$ cat src/rtl/bale_pkg.sv
// ----------------------------------------------------------------------------
// bale_pkg
// Shared types and codes for the bounded array list engine.
// ----------------------------------------------------------------------------
`default_nettype none

package bale_pkg;

  localparam int unsigned ValueW = 32;
  localparam int unsigned CountW = 5;

  typedef enum logic [1:0] {
    CMD_PUSH_BACK   = 2'd0,
    CMD_PUSH_FRONT  = 2'd1,
    CMD_ERASE_VALUE = 2'd2,
    CMD_ERASE_FRONT = 2'd3
  } command_e;

  typedef enum logic [1:0] {
    STAT_OK        = 2'd0,
    STAT_EMPTY     = 2'd1,
    STAT_NOT_FOUND = 2'd2,
    STAT_FULL      = 2'd3
  } status_e;

  typedef enum logic {
    ST_IDLE = 1'b0,
    ST_SCAN = 1'b1
  } state_e;

  typedef struct packed {
    command_e                   command;
    logic signed [ValueW-1:0]   value;
  } cmd_t;

  typedef struct packed {
    status_e             status;
    logic [CountW-1:0]   count;
  } res_t;

endpackage

`default_nettype wire

$ cat src/rtl/bale_mem.sv
// ----------------------------------------------------------------------------
// bale_mem
// Entry storage: one write port, one read port, registered read data.
// ----------------------------------------------------------------------------
`default_nettype none

module bale_mem
  import bale_pkg::*;
#(
  parameter int unsigned DEPTH = 16,
  parameter int unsigned AW    = 4
) (
  input  wire logic              clk_i,
  input  wire logic              we_i,
  input  wire logic [AW-1:0]     waddr_i,
  input  wire logic [ValueW-1:0] wdata_i,
  input  wire logic              re_i,
  input  wire logic [AW-1:0]     raddr_i,
  output logic      [ValueW-1:0] rdata_o
);

  logic [ValueW-1:0] mem_q [DEPTH];

  always_ff @(posedge clk_i) begin
    if (we_i) begin
      mem_q[waddr_i] <= wdata_i;
    end
  end

  always_ff @(posedge clk_i) begin
    if (re_i) begin
      rdata_o <= mem_q[raddr_i];
    end
  end

endmodule

`default_nettype wire

$ cat src/rtl/bounded_array_list_engine.sv
// ----------------------------------------------------------------------------
// bounded_array_list_engine
// Packed list of signed 32-bit values with push at both ends, erase at the front and erase by value.
// ----------------------------------------------------------------------------
// The list lives in a circular buffer in one memory with a head pointer, so
// for push back, push front and erase front busy stays low: a new item may be
// started every cycle and the result strobes on done_o the cycle after the
// item is taken. Erase value walks the list through the one read port,
// reading one entry a cycle and writing each entry after the match one place
// down as it passes, with busy high until the walk is done; on an empty list
// it returns the empty status without raising busy. Results cannot be held
// off: done_o is high for a single cycle per result.
`default_nettype none

module bounded_array_list_engine
  import bale_pkg::*;
#(
  parameter int unsigned DEPTH = 16
) (
  input  wire logic clk_i,
  input  wire logic rst_ni,
  input  wire logic start,
  input  wire cmd_t cmd_i,
  output logic      busy,
  output logic      done_o,
  output res_t      res_o
);

  localparam int unsigned AW = (DEPTH > 1) ? $clog2(DEPTH) : 1;
  localparam int unsigned CW = $clog2(DEPTH + 1);

  state_e                   state_q, state_d;
  logic [AW-1:0]            head_q, head_d;
  logic [CW-1:0]            count_q, count_d;
  logic [CW-1:0]            issue_q, issue_d;
  logic                     rd_vld_q, rd_vld_d;
  logic [AW-1:0]            rd_pos_q, rd_pos_d;
  logic                     found_q, found_d;
  logic                     done_q, done_d;
  logic signed [ValueW-1:0] val_q, val_d;
  res_t                     res_q, res_d;

  logic              mem_we, mem_re;
  logic [AW-1:0]     mem_waddr, mem_raddr;
  logic [ValueW-1:0] mem_wdata, mem_rdata;

  logic full, empty, last, hit;

  // logical position to physical address, sum stays below twice DEPTH
  function automatic logic [AW-1:0] phys(input logic [AW-1:0] base,
                                         input logic [AW-1:0] pos);
    logic [AW:0] s;
    s = {1'b0, base} + {1'b0, pos};
    if (s >= (AW+1)'(DEPTH)) begin
      s = s - (AW+1)'(DEPTH);
    end
    return s[AW-1:0];
  endfunction

  assign full  = (count_q == CW'(DEPTH));
  assign empty = (count_q == '0);
  assign last  = rd_vld_q && (CW'(rd_pos_q) == (count_q - CW'(1)));
  assign hit   = rd_vld_q && !found_q && (mem_rdata == val_q);

  always_comb begin
    state_d = state_q;
    case (state_q)
      ST_IDLE: begin
        if (start && (cmd_i.command == CMD_ERASE_VALUE) && !empty) begin
          state_d = ST_SCAN;
        end
      end
      ST_SCAN: begin
        if (last) begin
          state_d = ST_IDLE;
        end
      end
      default: state_d = ST_IDLE;
    endcase
  end

  always_comb begin
    head_d    = head_q;
    count_d   = count_q;
    issue_d   = issue_q;
    rd_vld_d  = 1'b0;
    rd_pos_d  = rd_pos_q;
    found_d   = found_q;
    val_d     = val_q;
    done_d    = 1'b0;
    res_d     = res_q;
    mem_we    = 1'b0;
    mem_waddr = '0;
    mem_wdata = '0;
    mem_re    = 1'b0;
    mem_raddr = '0;

    case (state_q)
      ST_IDLE: begin
        if (start) begin
          done_d = 1'b1;
          res_d  = '{status: STAT_OK, count: CountW'(count_q)};
          case (cmd_i.command)
            CMD_PUSH_BACK: begin
              if (full) begin
                res_d.status = STAT_FULL;
              end else begin
                mem_we      = 1'b1;
                mem_waddr   = phys(head_q, count_q[AW-1:0]);
                mem_wdata   = cmd_i.value;
                count_d     = count_q + CW'(1);
                res_d.count = CountW'(count_q + CW'(1));
              end
            end
            CMD_PUSH_FRONT: begin
              if (full) begin
                res_d.status = STAT_FULL;
              end else begin
                head_d      = (head_q == '0) ? AW'(DEPTH - 1) : head_q - AW'(1);
                mem_we      = 1'b1;
                mem_waddr   = head_d;
                mem_wdata   = cmd_i.value;
                count_d     = count_q + CW'(1);
                res_d.count = CountW'(count_q + CW'(1));
              end
            end
            CMD_ERASE_VALUE: begin
              if (empty) begin
                res_d.status = STAT_EMPTY;
              end else begin
                done_d  = 1'b0;
                val_d   = cmd_i.value;
                issue_d = '0;
                found_d = 1'b0;
              end
            end
            CMD_ERASE_FRONT: begin
              if (empty) begin
                res_d.status = STAT_EMPTY;
              end else begin
                head_d      = (head_q == AW'(DEPTH - 1)) ? '0 : head_q + AW'(1);
                count_d     = count_q - CW'(1);
                res_d.count = CountW'(count_q - CW'(1));
              end
            end
            default: begin
              res_d.status = STAT_OK;
            end
          endcase
        end
      end
      ST_SCAN: begin
        if (issue_q < count_q) begin
          mem_re    = 1'b1;
          mem_raddr = phys(head_q, issue_q[AW-1:0]);
          issue_d   = issue_q + CW'(1);
          rd_vld_d  = 1'b1;
          rd_pos_d  = issue_q[AW-1:0];
        end
        if (rd_vld_q) begin
          if (found_q) begin
            // close the gap: entry moves one place toward the head
            mem_we    = 1'b1;
            mem_waddr = phys(head_q, rd_pos_q - AW'(1));
            mem_wdata = mem_rdata;
          end else if (hit) begin
            found_d = 1'b1;
          end
        end
        if (last) begin
          done_d = 1'b1;
          if (found_q || hit) begin
            count_d = count_q - CW'(1);
            res_d   = '{status: STAT_OK, count: CountW'(count_q - CW'(1))};
          end else begin
            res_d   = '{status: STAT_NOT_FOUND, count: CountW'(count_q)};
          end
        end
      end
      default: begin
        done_d = 1'b0;
      end
    endcase
  end

  always_ff @(posedge clk_i or negedge rst_ni) begin
    if (!rst_ni) begin
      state_q  <= ST_IDLE;
      head_q   <= '0;
      count_q  <= '0;
      issue_q  <= '0;
      rd_vld_q <= 1'b0;
      rd_pos_q <= '0;
      found_q  <= 1'b0;
      done_q   <= 1'b0;
    end else begin
      state_q  <= state_d;
      head_q   <= head_d;
      count_q  <= count_d;
      issue_q  <= issue_d;
      rd_vld_q <= rd_vld_d;
      rd_pos_q <= rd_pos_d;
      found_q  <= found_d;
      done_q   <= done_d;
    end
  end

  always_ff @(posedge clk_i) begin
    val_q <= val_d;
    res_q <= res_d;
  end

  bale_mem #(
    .DEPTH (DEPTH),
    .AW    (AW)
  ) u_mem (
    .clk_i   (clk_i),
    .we_i    (mem_we),
    .waddr_i (mem_waddr),
    .wdata_i (mem_wdata),
    .re_i    (mem_re),
    .raddr_i (mem_raddr),
    .rdata_o (mem_rdata)
  );

  assign busy   = (state_q == ST_SCAN);
  assign done_o = done_q;
  assign res_o  = res_q;

  a_count_bound: assert property (@(posedge clk_i) disable iff (!rst_ni)
    count_q <= CW'(DEPTH))
    else $error("fill count above capacity");

  a_done_idle: assert property (@(posedge clk_i) disable iff (!rst_ni)
    done_o |-> !busy)
    else $error("result strobe while scan still running");

  a_quick_cmd: assert property (@(posedge clk_i) disable iff (!rst_ni)
    (start && !busy && (cmd_i.command != CMD_ERASE_VALUE)) |=> done_o)
    else $error("single-cycle command gave no result");

  a_shift_after_hit: assert property (@(posedge clk_i) disable iff (!rst_ni)
    (busy && mem_we) |-> found_q)
    else $error("entry moved before a match was found");

  a_full_count: assert property (@(posedge clk_i) disable iff (!rst_ni)
    (done_o && (res_o.status == STAT_FULL)) |-> (res_o.count == CountW'(DEPTH)))
    else $error("full status with list not full");

endmodule

`default_nettype wire

$ cat config.mk
export PLATFORM = sky130hd
export DESIGN_NAME = bounded_array_list_engine
export DESIGN_NICKNAME = d
export VERILOG_FILES = /design/src/rtl/bale_pkg.sv /design/src/rtl/bale_mem.sv /design/src/rtl/bounded_array_list_engine.sv
export SDC_FILE = /design/constraint.sdc
export NUM_CORES = 1
export LEC_CHECK = 0
export BUFFER_PORTS_ARGS = -buffer_cell sky130_fd_sc_hd__buf_2
export CORE_AREA = 8 8 259 261
export CTS_CLUSTER_SIZE = 10
export DETAILED_ROUTE_END_ITERATION = 8
export DIE_AREA = 0 0 267 269
export GPL_ROUTABILITY_DRIVEN = 0
export HOLD_SLACK_MARGIN = 0.1
export PLACE_DENSITY_LB_ADDON = 0.08
export SKIP_LAST_GASP = 1
export SLEW_MARGIN = 30
export SYNTH_ARGS = -nofsm -noshare
export SYNTH_HDL_FRONTEND = slang
export SYNTH_SLANG_ARGS = --single-unit
export TNS_END_PERCENT = 50
$ cat constraint.sdc
create_clock -name clk_i -period 4.8 [get_ports clk_i]
set_clock_uncertainty 0.15 [all_clocks]
set_input_delay 0.24 -clock clk_i [delete_from_list [all_inputs] [get_ports clk_i]]
set_output_delay 0.24 -clock clk_i [all_outputs]
set_load 0.005 [all_outputs]
==> reports/results.tsv, run 1 <==
metric	value	unit
Switching Share	41.5	%
combinational share of power	49.9	%
hold crit path type	input port to flop	
number of remaining DRC errors	0	
Max Root-Sink Buffers	3	
Top FF cell, synth	edfxtp_1	
Synth-to-Final Area Change	16.4	%
CTS tree	done	
maximum clock rate	0.244	GHz
relative slew slack	38.4	%
Non-Filler Instances	2549	
reg2reg setup slack	710	ps
most frequent cells in the layout	edfxtp_1, nand2_1, mux2_2	
async set-reset flop share out of synthesis	3.64	%
largest net degree at the start of global routing	61	
actual slew at the worst max-slew pin	919	ps
Synth Instances	1572	
Skew-Pair Late Insertion Delay	610	ps
post-detail-place hpwl	40300	um
Fin. Hold Viols	0	
post-synthesis cell type count	63	
launching point of the worst reg2reg path	count_q[0]	
Starting Density	39.7	%
Final WS setup	708	ps
clk slew on worst S/H paths	60	ps
crit path from	count_q[0]	
WL final	73600	um
Peak supply drop	777	uV
max-slew violations	0	
most common library cell in the layout ignoring fill and taps	edfxtp_1	
Hold Startpoint	cmd_i[22]	
I/O Pins	46	
DRT antenna net count	0	
largest family of logic cells by synthesized area	compound AO/OA/AOI/OAI gates	
first-pass GRT wire length	107000	um
Clock Sinks	605	
Seq cells post-synth	605	
total power	23.4	mW
Static Leak	9.67	nW
number of synthesized flops with an enable pin	583	
drt pass-1 iters	5	
global-route usage over all layers	20.5	%
required time of the critical path	4950	ps
Psw	9.70	mW
Netlist Area Pre-Place	0.0249	mm^2
Seq/Total Area, Yosys	72.6	%
Post-CTS Setup Bufs	0	
kind of critical path	flop to flop	
row cnt	92	
DIE AREA	0.0718	mm^2
Ant. Diodes	0	
pwr/cell area	807	mW/mm^2
Post-Place Worst Slack	726	ps
cell internal pwr	13.7	mW
Final Hold Slack	228	ps
Post-Synth XOR/XNOR Area	2.08	%
post-synthesis adder-cell area fraction	1.20	%
share of total power in sequential cells	29.4	%
I/O Buffers	45	
Tcrit/Tclk final	85.2	%
maxcap violations	0	
Mean Syn Cell Area	15.8	um^2
simple-gate share of the synthesized area	3.79	%
global route overflow	0	
Post-Syn Nets	1631	
initial antenna violation count	1	
fin nets	1741	
FILL cells	5501	
Clock Power Share	20.7	%
Worst EP arrival	4240	ps
Die Wd	267	um
post-synthesis mux area share	5.80	%
RSZ-0062 raised after global routing	false	
ratio of cells with drive above 1 in the final layout	19.3	%
setup TNS	0	ps
CP endpoint kind	flop	
min cycle time layout	4090	ps
crit path launch type	flop	
DP Cell Count	2416	
H-tree Lvls	3	
run status	finished, final reports clean	
post_cts resized	0	
vias in the first global route	15000	
Avg Vias per Cell	5.82	
Yosys Warn Count	0	
Root Buffer	clkbuf_16	
initial DRC count	1449	
CTS Buf Count	72	
die height	269	um
drt wl/cell	28.9	um
# setup viols final	0	
area fraction in compound gates after synthesis	12.5	%
CORE AREA	0.0627	mm^2
crit-path max FO	17	
Via Count	14800	
-- per-layer routing --
| layer | track usage (%) | share of wire (%) |
|---|---|---|
| met4 | 5.35 | 2.2 |
| met1 | 29.1 | 46 |
| met2 | 33.0 | 47 |
| met5 | 0 | 0 |
| met3 | 2.88 | 5.1 |
-- path summary, 6_finish.rpt --
check | cells after the start | to
max in group asynchronous | 4 | issue_q[0]
setup / recovery | 10 | u_mem.mem_q[5][26]
min in group asynchronous | 4 | rd_pos_q[3]
hold reg to reg | 2 | rd_pos_q[3]
setup reg to reg | 10 | u_mem.mem_q[5][26]
hold / removal | 2 | val_q[22]
-- critical path: stages, from the launching register on --
cell	delay, ps
dfrtp_1	560
inv_1	90
ha_1	300
nor3b_1	210
a21oi_1	320
and2_2	420
buf_4	370
a22o_1	200
nand2_1	240
nor2_4	600
buf_4	290
-- synth_stat cells, types with 2 or more instances --
cell,instances,area [um^2]
edfxtp_1,583,17500
nand2_1,128,480
mux2_2,97,1090
clkbuf_1,75,282
o21ai_0,55,275
a21oi_1,53,265
xnor2_1,47,412
a22oi_1,37,278
mux2i_1,35,350
a211oi_1,34,255
o211ai_1,34,255
a211o_1,33,289
a22o_1,33,289
a222oi_1,32,320
nor2_1,32,120
a221o_1,30,300
a31o_1,23,201
dfrtp_1,22,551
buf_2,20,100
ha_1,19,238
inv_1,17,63.8
nand3_1,14,70.1
nor3_1,13,65.1
xor2_1,12,105
a21o_1,8,60.1
a31o_2,8,70.1
and2_1,6,37.5
nand4_1,6,37.5
a221oi_1,5,43.8
buf_1,5,18.8
a31oi_1,4,25.0
buf_4,4,30.0
nand2b_1,4,25.0
nor2b_1,4,25.0
fa_1,3,60.1
nor4_1,3,18.8
o22ai_1,3,18.8
and3_1,2,12.5
buf_6,2,22.5
nor3b_1,2,15.0
o21a_1,2,15.0
o22a_1,2,17.5
-- timing repair --
item	4_1_cts	5_1_grt
endpoints found under the setup margin	0	0
hold endpoints to repair	59	0
hold buffers	38	0
-- logic make-up (layout without fill, tap and decap cells) --
| family | after synthesis | after routing |
|---|---|---|
| flip-flops | 605 | 605 |
| adder cells (fa/ha/maj) | 22 | 22 |
| multiplexers | 132 | 132 |
| AND/OR/NAND/NOR | 219 | 219 |
| buffers and inverters | 126 | 257 |
| AO/OA/AOI/OAI | 409 | 409 |
| XOR/XNOR | 59 | 59 |
-- area by class of cell --
type	instances	area, um^2	share of cell area (%)
clock inverter	11	109	0.376
sequential	605	18100	62.3
inverter	20	76.3	0.263
timing repair buffer	142	1270	4.39
clock buffer	84	1910	6.59
multi-input combinational	841	6500	22.4
tap	846	1060	3.65
-- registers in the layout (all words and copies together) (netlist names) --
| name | flops |
|---|---|
| rd_pos_q | 4 |
| u_mem.mem_q | 512 |
| done_o | 1 |
| busy | 1 |
| val_q | 32 |
| head_q | 4 |
| u_mem.rdata_o | 32 |
| res_o | 7 |
| found_q | 1 |
| rd_vld_q | 1 |
| count_q | 5 |
| issue_q | 5 |
-- power by group through the flow --
stage	logic (mW)	registers, mW	clock network (mW)
2_1_floorplan	7.49	6.85	0
3_3_place_gp	11.6	6.97	0
3_5_place_dp	11.7	6.97	0
4_1_cts	11.7	6.87	4.94
5_1_grt	12.5	6.91	5.15
6_report	11.7	6.87	4.84
-- stage by stage --
stage | util [%] | instance area (um^2)
after floorplan | - | 24900
after global placement | 42.3 | 26600
after global routing | 46.2 | 29000
final | 46.2 | 29000
after CTS | 46.2 | 29000
after detailed placement | 42.4 | 26600
No activity file was read; power rests on OpenSTA's default activity.
==> run 2: changes to the inputs <==
- CORE_AREA: 8 8 259 261 -> 8 8 255 257
- DIE_AREA: 0 0 267 269 -> 0 0 263 265
- SYNTH_HIERARCHICAL: not set -> 1
==> reports/results.tsv, run 2 <==
metric	value	unit	change
run status	finished, final reports clean		unchanged
ratio of cells with drive above 1 in the final layout	25.0	%	was 19.3%
Synth-to-Final Area Change	16.8	%	was 16.4%
min cycle time layout	4050	ps	was 4090 ps
DP Cell Count	2056		was 2416
die height	265	um	was 269 um
relative slew slack	42.7	%	was 38.4%
maxcap violations	0		unchanged
CTS Buf Count	72		unchanged
Starting Density	39.6	%	was 39.7%
top cells by count, synth	edfxtp_1, mux4_2, a22oi_1, nand2_1, xor2_1		was edfxtp_1, nand2_1, mux2_2, clkbuf_1, o21ai_0
async set-reset flop share out of synthesis	3.64	%	unchanged
Clock Sinks	605		unchanged
row cnt	91		was 92
Ant. Diodes	0		unchanged
Skew-Pair Late Insertion Delay	590	ps	was 610 ps
pwr/cell area	374	mW/mm^2	was 807 mW/mm^2
CP endpoint kind	flop		unchanged
sequence of cells on the critical path	inv_1, ha_1, nor3b_2, a21oi_1, nand2_1, o22ai_1, nand2b_1, nor2_4, buf_12		was inv_1, ha_1, nor3b_1, a21oi_1, and2_2, buf_4, a22o_1, nand2_1, nor2_4, buf_4
CP top delay family	simple AND/OR/NAND/NOR gates		unchanged
Synth Instances	1225		was 1572
Worst EP arrival	4180	ps	was 4240 ps
initial antenna violation count	0		was 1
CTS tree	done		unchanged
drt pass-1 iters	5		unchanged
met1 Use GR	24.1	%	was 29.1%
# setup viols final	0		unchanged
Seq cells post-synth	605		unchanged
I/O Buffers	45		unchanged
most common library cell in the layout ignoring fill and taps	edfxtp_1		unchanged
DRT antenna net count	0		unchanged
Synth area leaders	edfxtp_1, mux4_2, dfrtp_1		was edfxtp_1, mux2_2, dfrtp_1
Max Root-Sink Buffers	3		unchanged
Fin. Hold Viols	0		unchanged
Post-Layout Inst Area	0.0283	mm^2	was 0.0290 mm^2
Peak supply drop	209	uV	was 777 uV
number of remaining DRC errors	0		unchanged
Static Leak	10.1	nW	was 9.67 nW
Yosys top cell by area	edfxtp_1		unchanged
post-detail-place hpwl	35800	um	was 40300 um
fin nets	1438		was 1741
max-slew violations	0		unchanged
top-area cell type share of the netlist area	72.4	%	was 70.3%
RSZ-0062 raised after global routing	false		unchanged
actual slew at the worst max-slew pin	860	ps	was 919 ps
CORE AREA	0.0610	mm^2	was 0.0627 mm^2
initial DRC count	780		was 1449
number of synthesized flops with an enable pin	583		unchanged
max FFs per register	512		unchanged
Mean Syn Cell Area	19.7	um^2	was 15.8 um^2
slowest cell on the critical path	o22ai_1		was nor2_4
Netlist Area Pre-Place	0.0242	mm^2	was 0.0249 mm^2
grt met3 use	2.75	%	was 2.88%
vias in the first global route	12900		was 15000
Post-Syn Nets	1284		was 1631
drt wl/cell	27.6	um	was 28.9 um
sequential cell area	0.0181	mm^2	unchanged
largest net degree at the start of global routing	55		was 61
maximum clock rate	0.247	GHz	was 0.244 GHz
Yosys Warn Count	6		was 0
WL final	60700	um	was 73600 um
post-synthesis cell type count	58		was 63
crit path launch type	flop		unchanged
Worst Path Buf+Inv	2		was 3
most frequent cells in the layout	edfxtp_1, mux4_2, clkbuf_16		was edfxtp_1, nand2_1, mux2_2
I/O Pins	46		unchanged
hold crit path type	input port to flop		unchanged
Die Wd	263	um	was 267 um
Via Count	12300		was 14800
setup TNS	0	ps	unchanged
Top FF cell, synth	edfxtp_1		unchanged
global-route usage over all layers	17.4	%	was 20.5%
crit-path max FO	24		was 17
Seq/Total Area, Yosys	74.6	%	was 72.6%
clk slew on worst S/H paths	50	ps	was 60 ps
Avg Vias per Cell	5.58		was 5.82
first-pass GRT wire length	89700	um	was 107000 um
largest registers	u_mem/mem_q (512), u_mem/rdata_o (32), val_q (32)		was u_mem.mem_q (512), u_mem.rdata_o (32), val_q (32)
GR Util met2	28.7	%	was 33.0%
H-tree Lvls	3		unchanged
post_cts resized	0		unchanged
Post-CTS Setup Bufs	0		unchanged
FILL cells	5199		was 5501
DIE AREA	0.0697	mm^2	was 0.0718 mm^2
Root Buffer	clkbuf_16		unchanged
DP Area	0.0259	mm^2	was 0.0266 mm^2
global route overflow	0		unchanged
Largest Register	u_mem/mem_q		was u_mem.mem_q
Tcrit/Tclk final	84.3	%	was 85.2%
required time of the critical path	4930	ps	was 4950 ps
final core occ	46.3	%	was 46.2%
most frequent cell after synthesis	edfxtp_1		unchanged
Non-Filler Instances	2197		was 2549
kind of critical path	flop to flop		unchanged
multi-input logic area	0.00592	mm^2	was 0.00650 mm^2
GR peak layer	met2		unchanged
Largest stage delay, worst path	700	ps	was 600 ps
-- run 2: cell count changes in the layout (fill, tap and decap cells not counted), sizes merged, moves of 33 or more --
cell	delta
xnor2	-34
nand2	-67
o21ai	-43
a21oi	-36
mux2	-93
a211oi	-33
mux4	+128
-- run 2: metrics by stage --
step,hold WS [ps],setup slack (ps),total power [mW]
after floorplan,-206,166,5.86
after global placement,122,729,5.90
after detailed placement,125,703,5.90
after CTS,191,705,10.7
after global routing,208,436,10.9
final,225,752,10.6
-- run 2: logic make-up (layout without fill, tap and decap cells) --
logic type | count (synthesis) | after routing | synth area share [%]
fa+ha+maj | 22 | 22 | 1.23
flops | 605 | 605 | 74.6
compound gates | 164 | 164 | 5.09
simple gates | 151 | 151 | 2.96
mux | 141 | 141 | 12.5
buf+inv | 86 | 268 | 1.54
xor+xnor | 56 | 56 | 2.06
-- run 2: per-layer routing --
metal,up-vias,share of wire (%)
li1,5330,-
met1,6608,46
met5,-,0
met3,66,4.0
met2,263,49
met4,0,1.5
-- run 2: what timing repair did --
action | 4_1_cts | 5_1_grt
hold endpoints to repair | 62 | 0
hold buffers | 39 | 0
setup endpoints to repair | 0 | 0
-- run 2: path summary, 6_finish.rpt --
path	start	slack, ps	cells past startpoint	to
max in group asynchronous	rst_ni	3790	4	issue_q[1]
min in group asynchronous	rst_ni	550	4	rd_pos_q[0]
worst max-delay path	count_q[1]	750	9	u_mem/mem_q[6][9]
worst min register to register	issue_q[4]	330	1	issue_q[4]
worst max register to register	count_q[1]	750	9	u_mem/mem_q[6][9]
worst min-delay path	cmd_i[15]	230	2	val_q[15]
-- run 2: worst register-to-register path: cells and delay by family, from the launching register on --
family | cells | cell delay [ps]
adder cells (fa/ha/maj) | 1 | 330
buffers and inverters | 2 | 410
AND/OR/NAND/NOR | 4 | 1380
AO/OA/AOI/OAI | 2 | 970
flip-flops | 1 | 490
-- run 2: area by class of cell --
class,count,area share (%)
Clock buffer,94,6.85
Clock inverter,8,0.190
Inverter,22,0.292
Multi-Input combinational cell,534,21.0
Sequential cell,605,63.9
Tap cell,790,3.50
Timing Repair Buffer,144,4.30
-- run 2: report_power, final --
part | switching, mW | leakage [nW] | internal [mW]
Sequential | 0.00347 | 6.40 | 5.71
Clock | 1.97 | 0.968 | 2.79
Combinational | 0.0512 | 2.71 | 0.0510
Total | 2.02 | 10.1 | 8.55
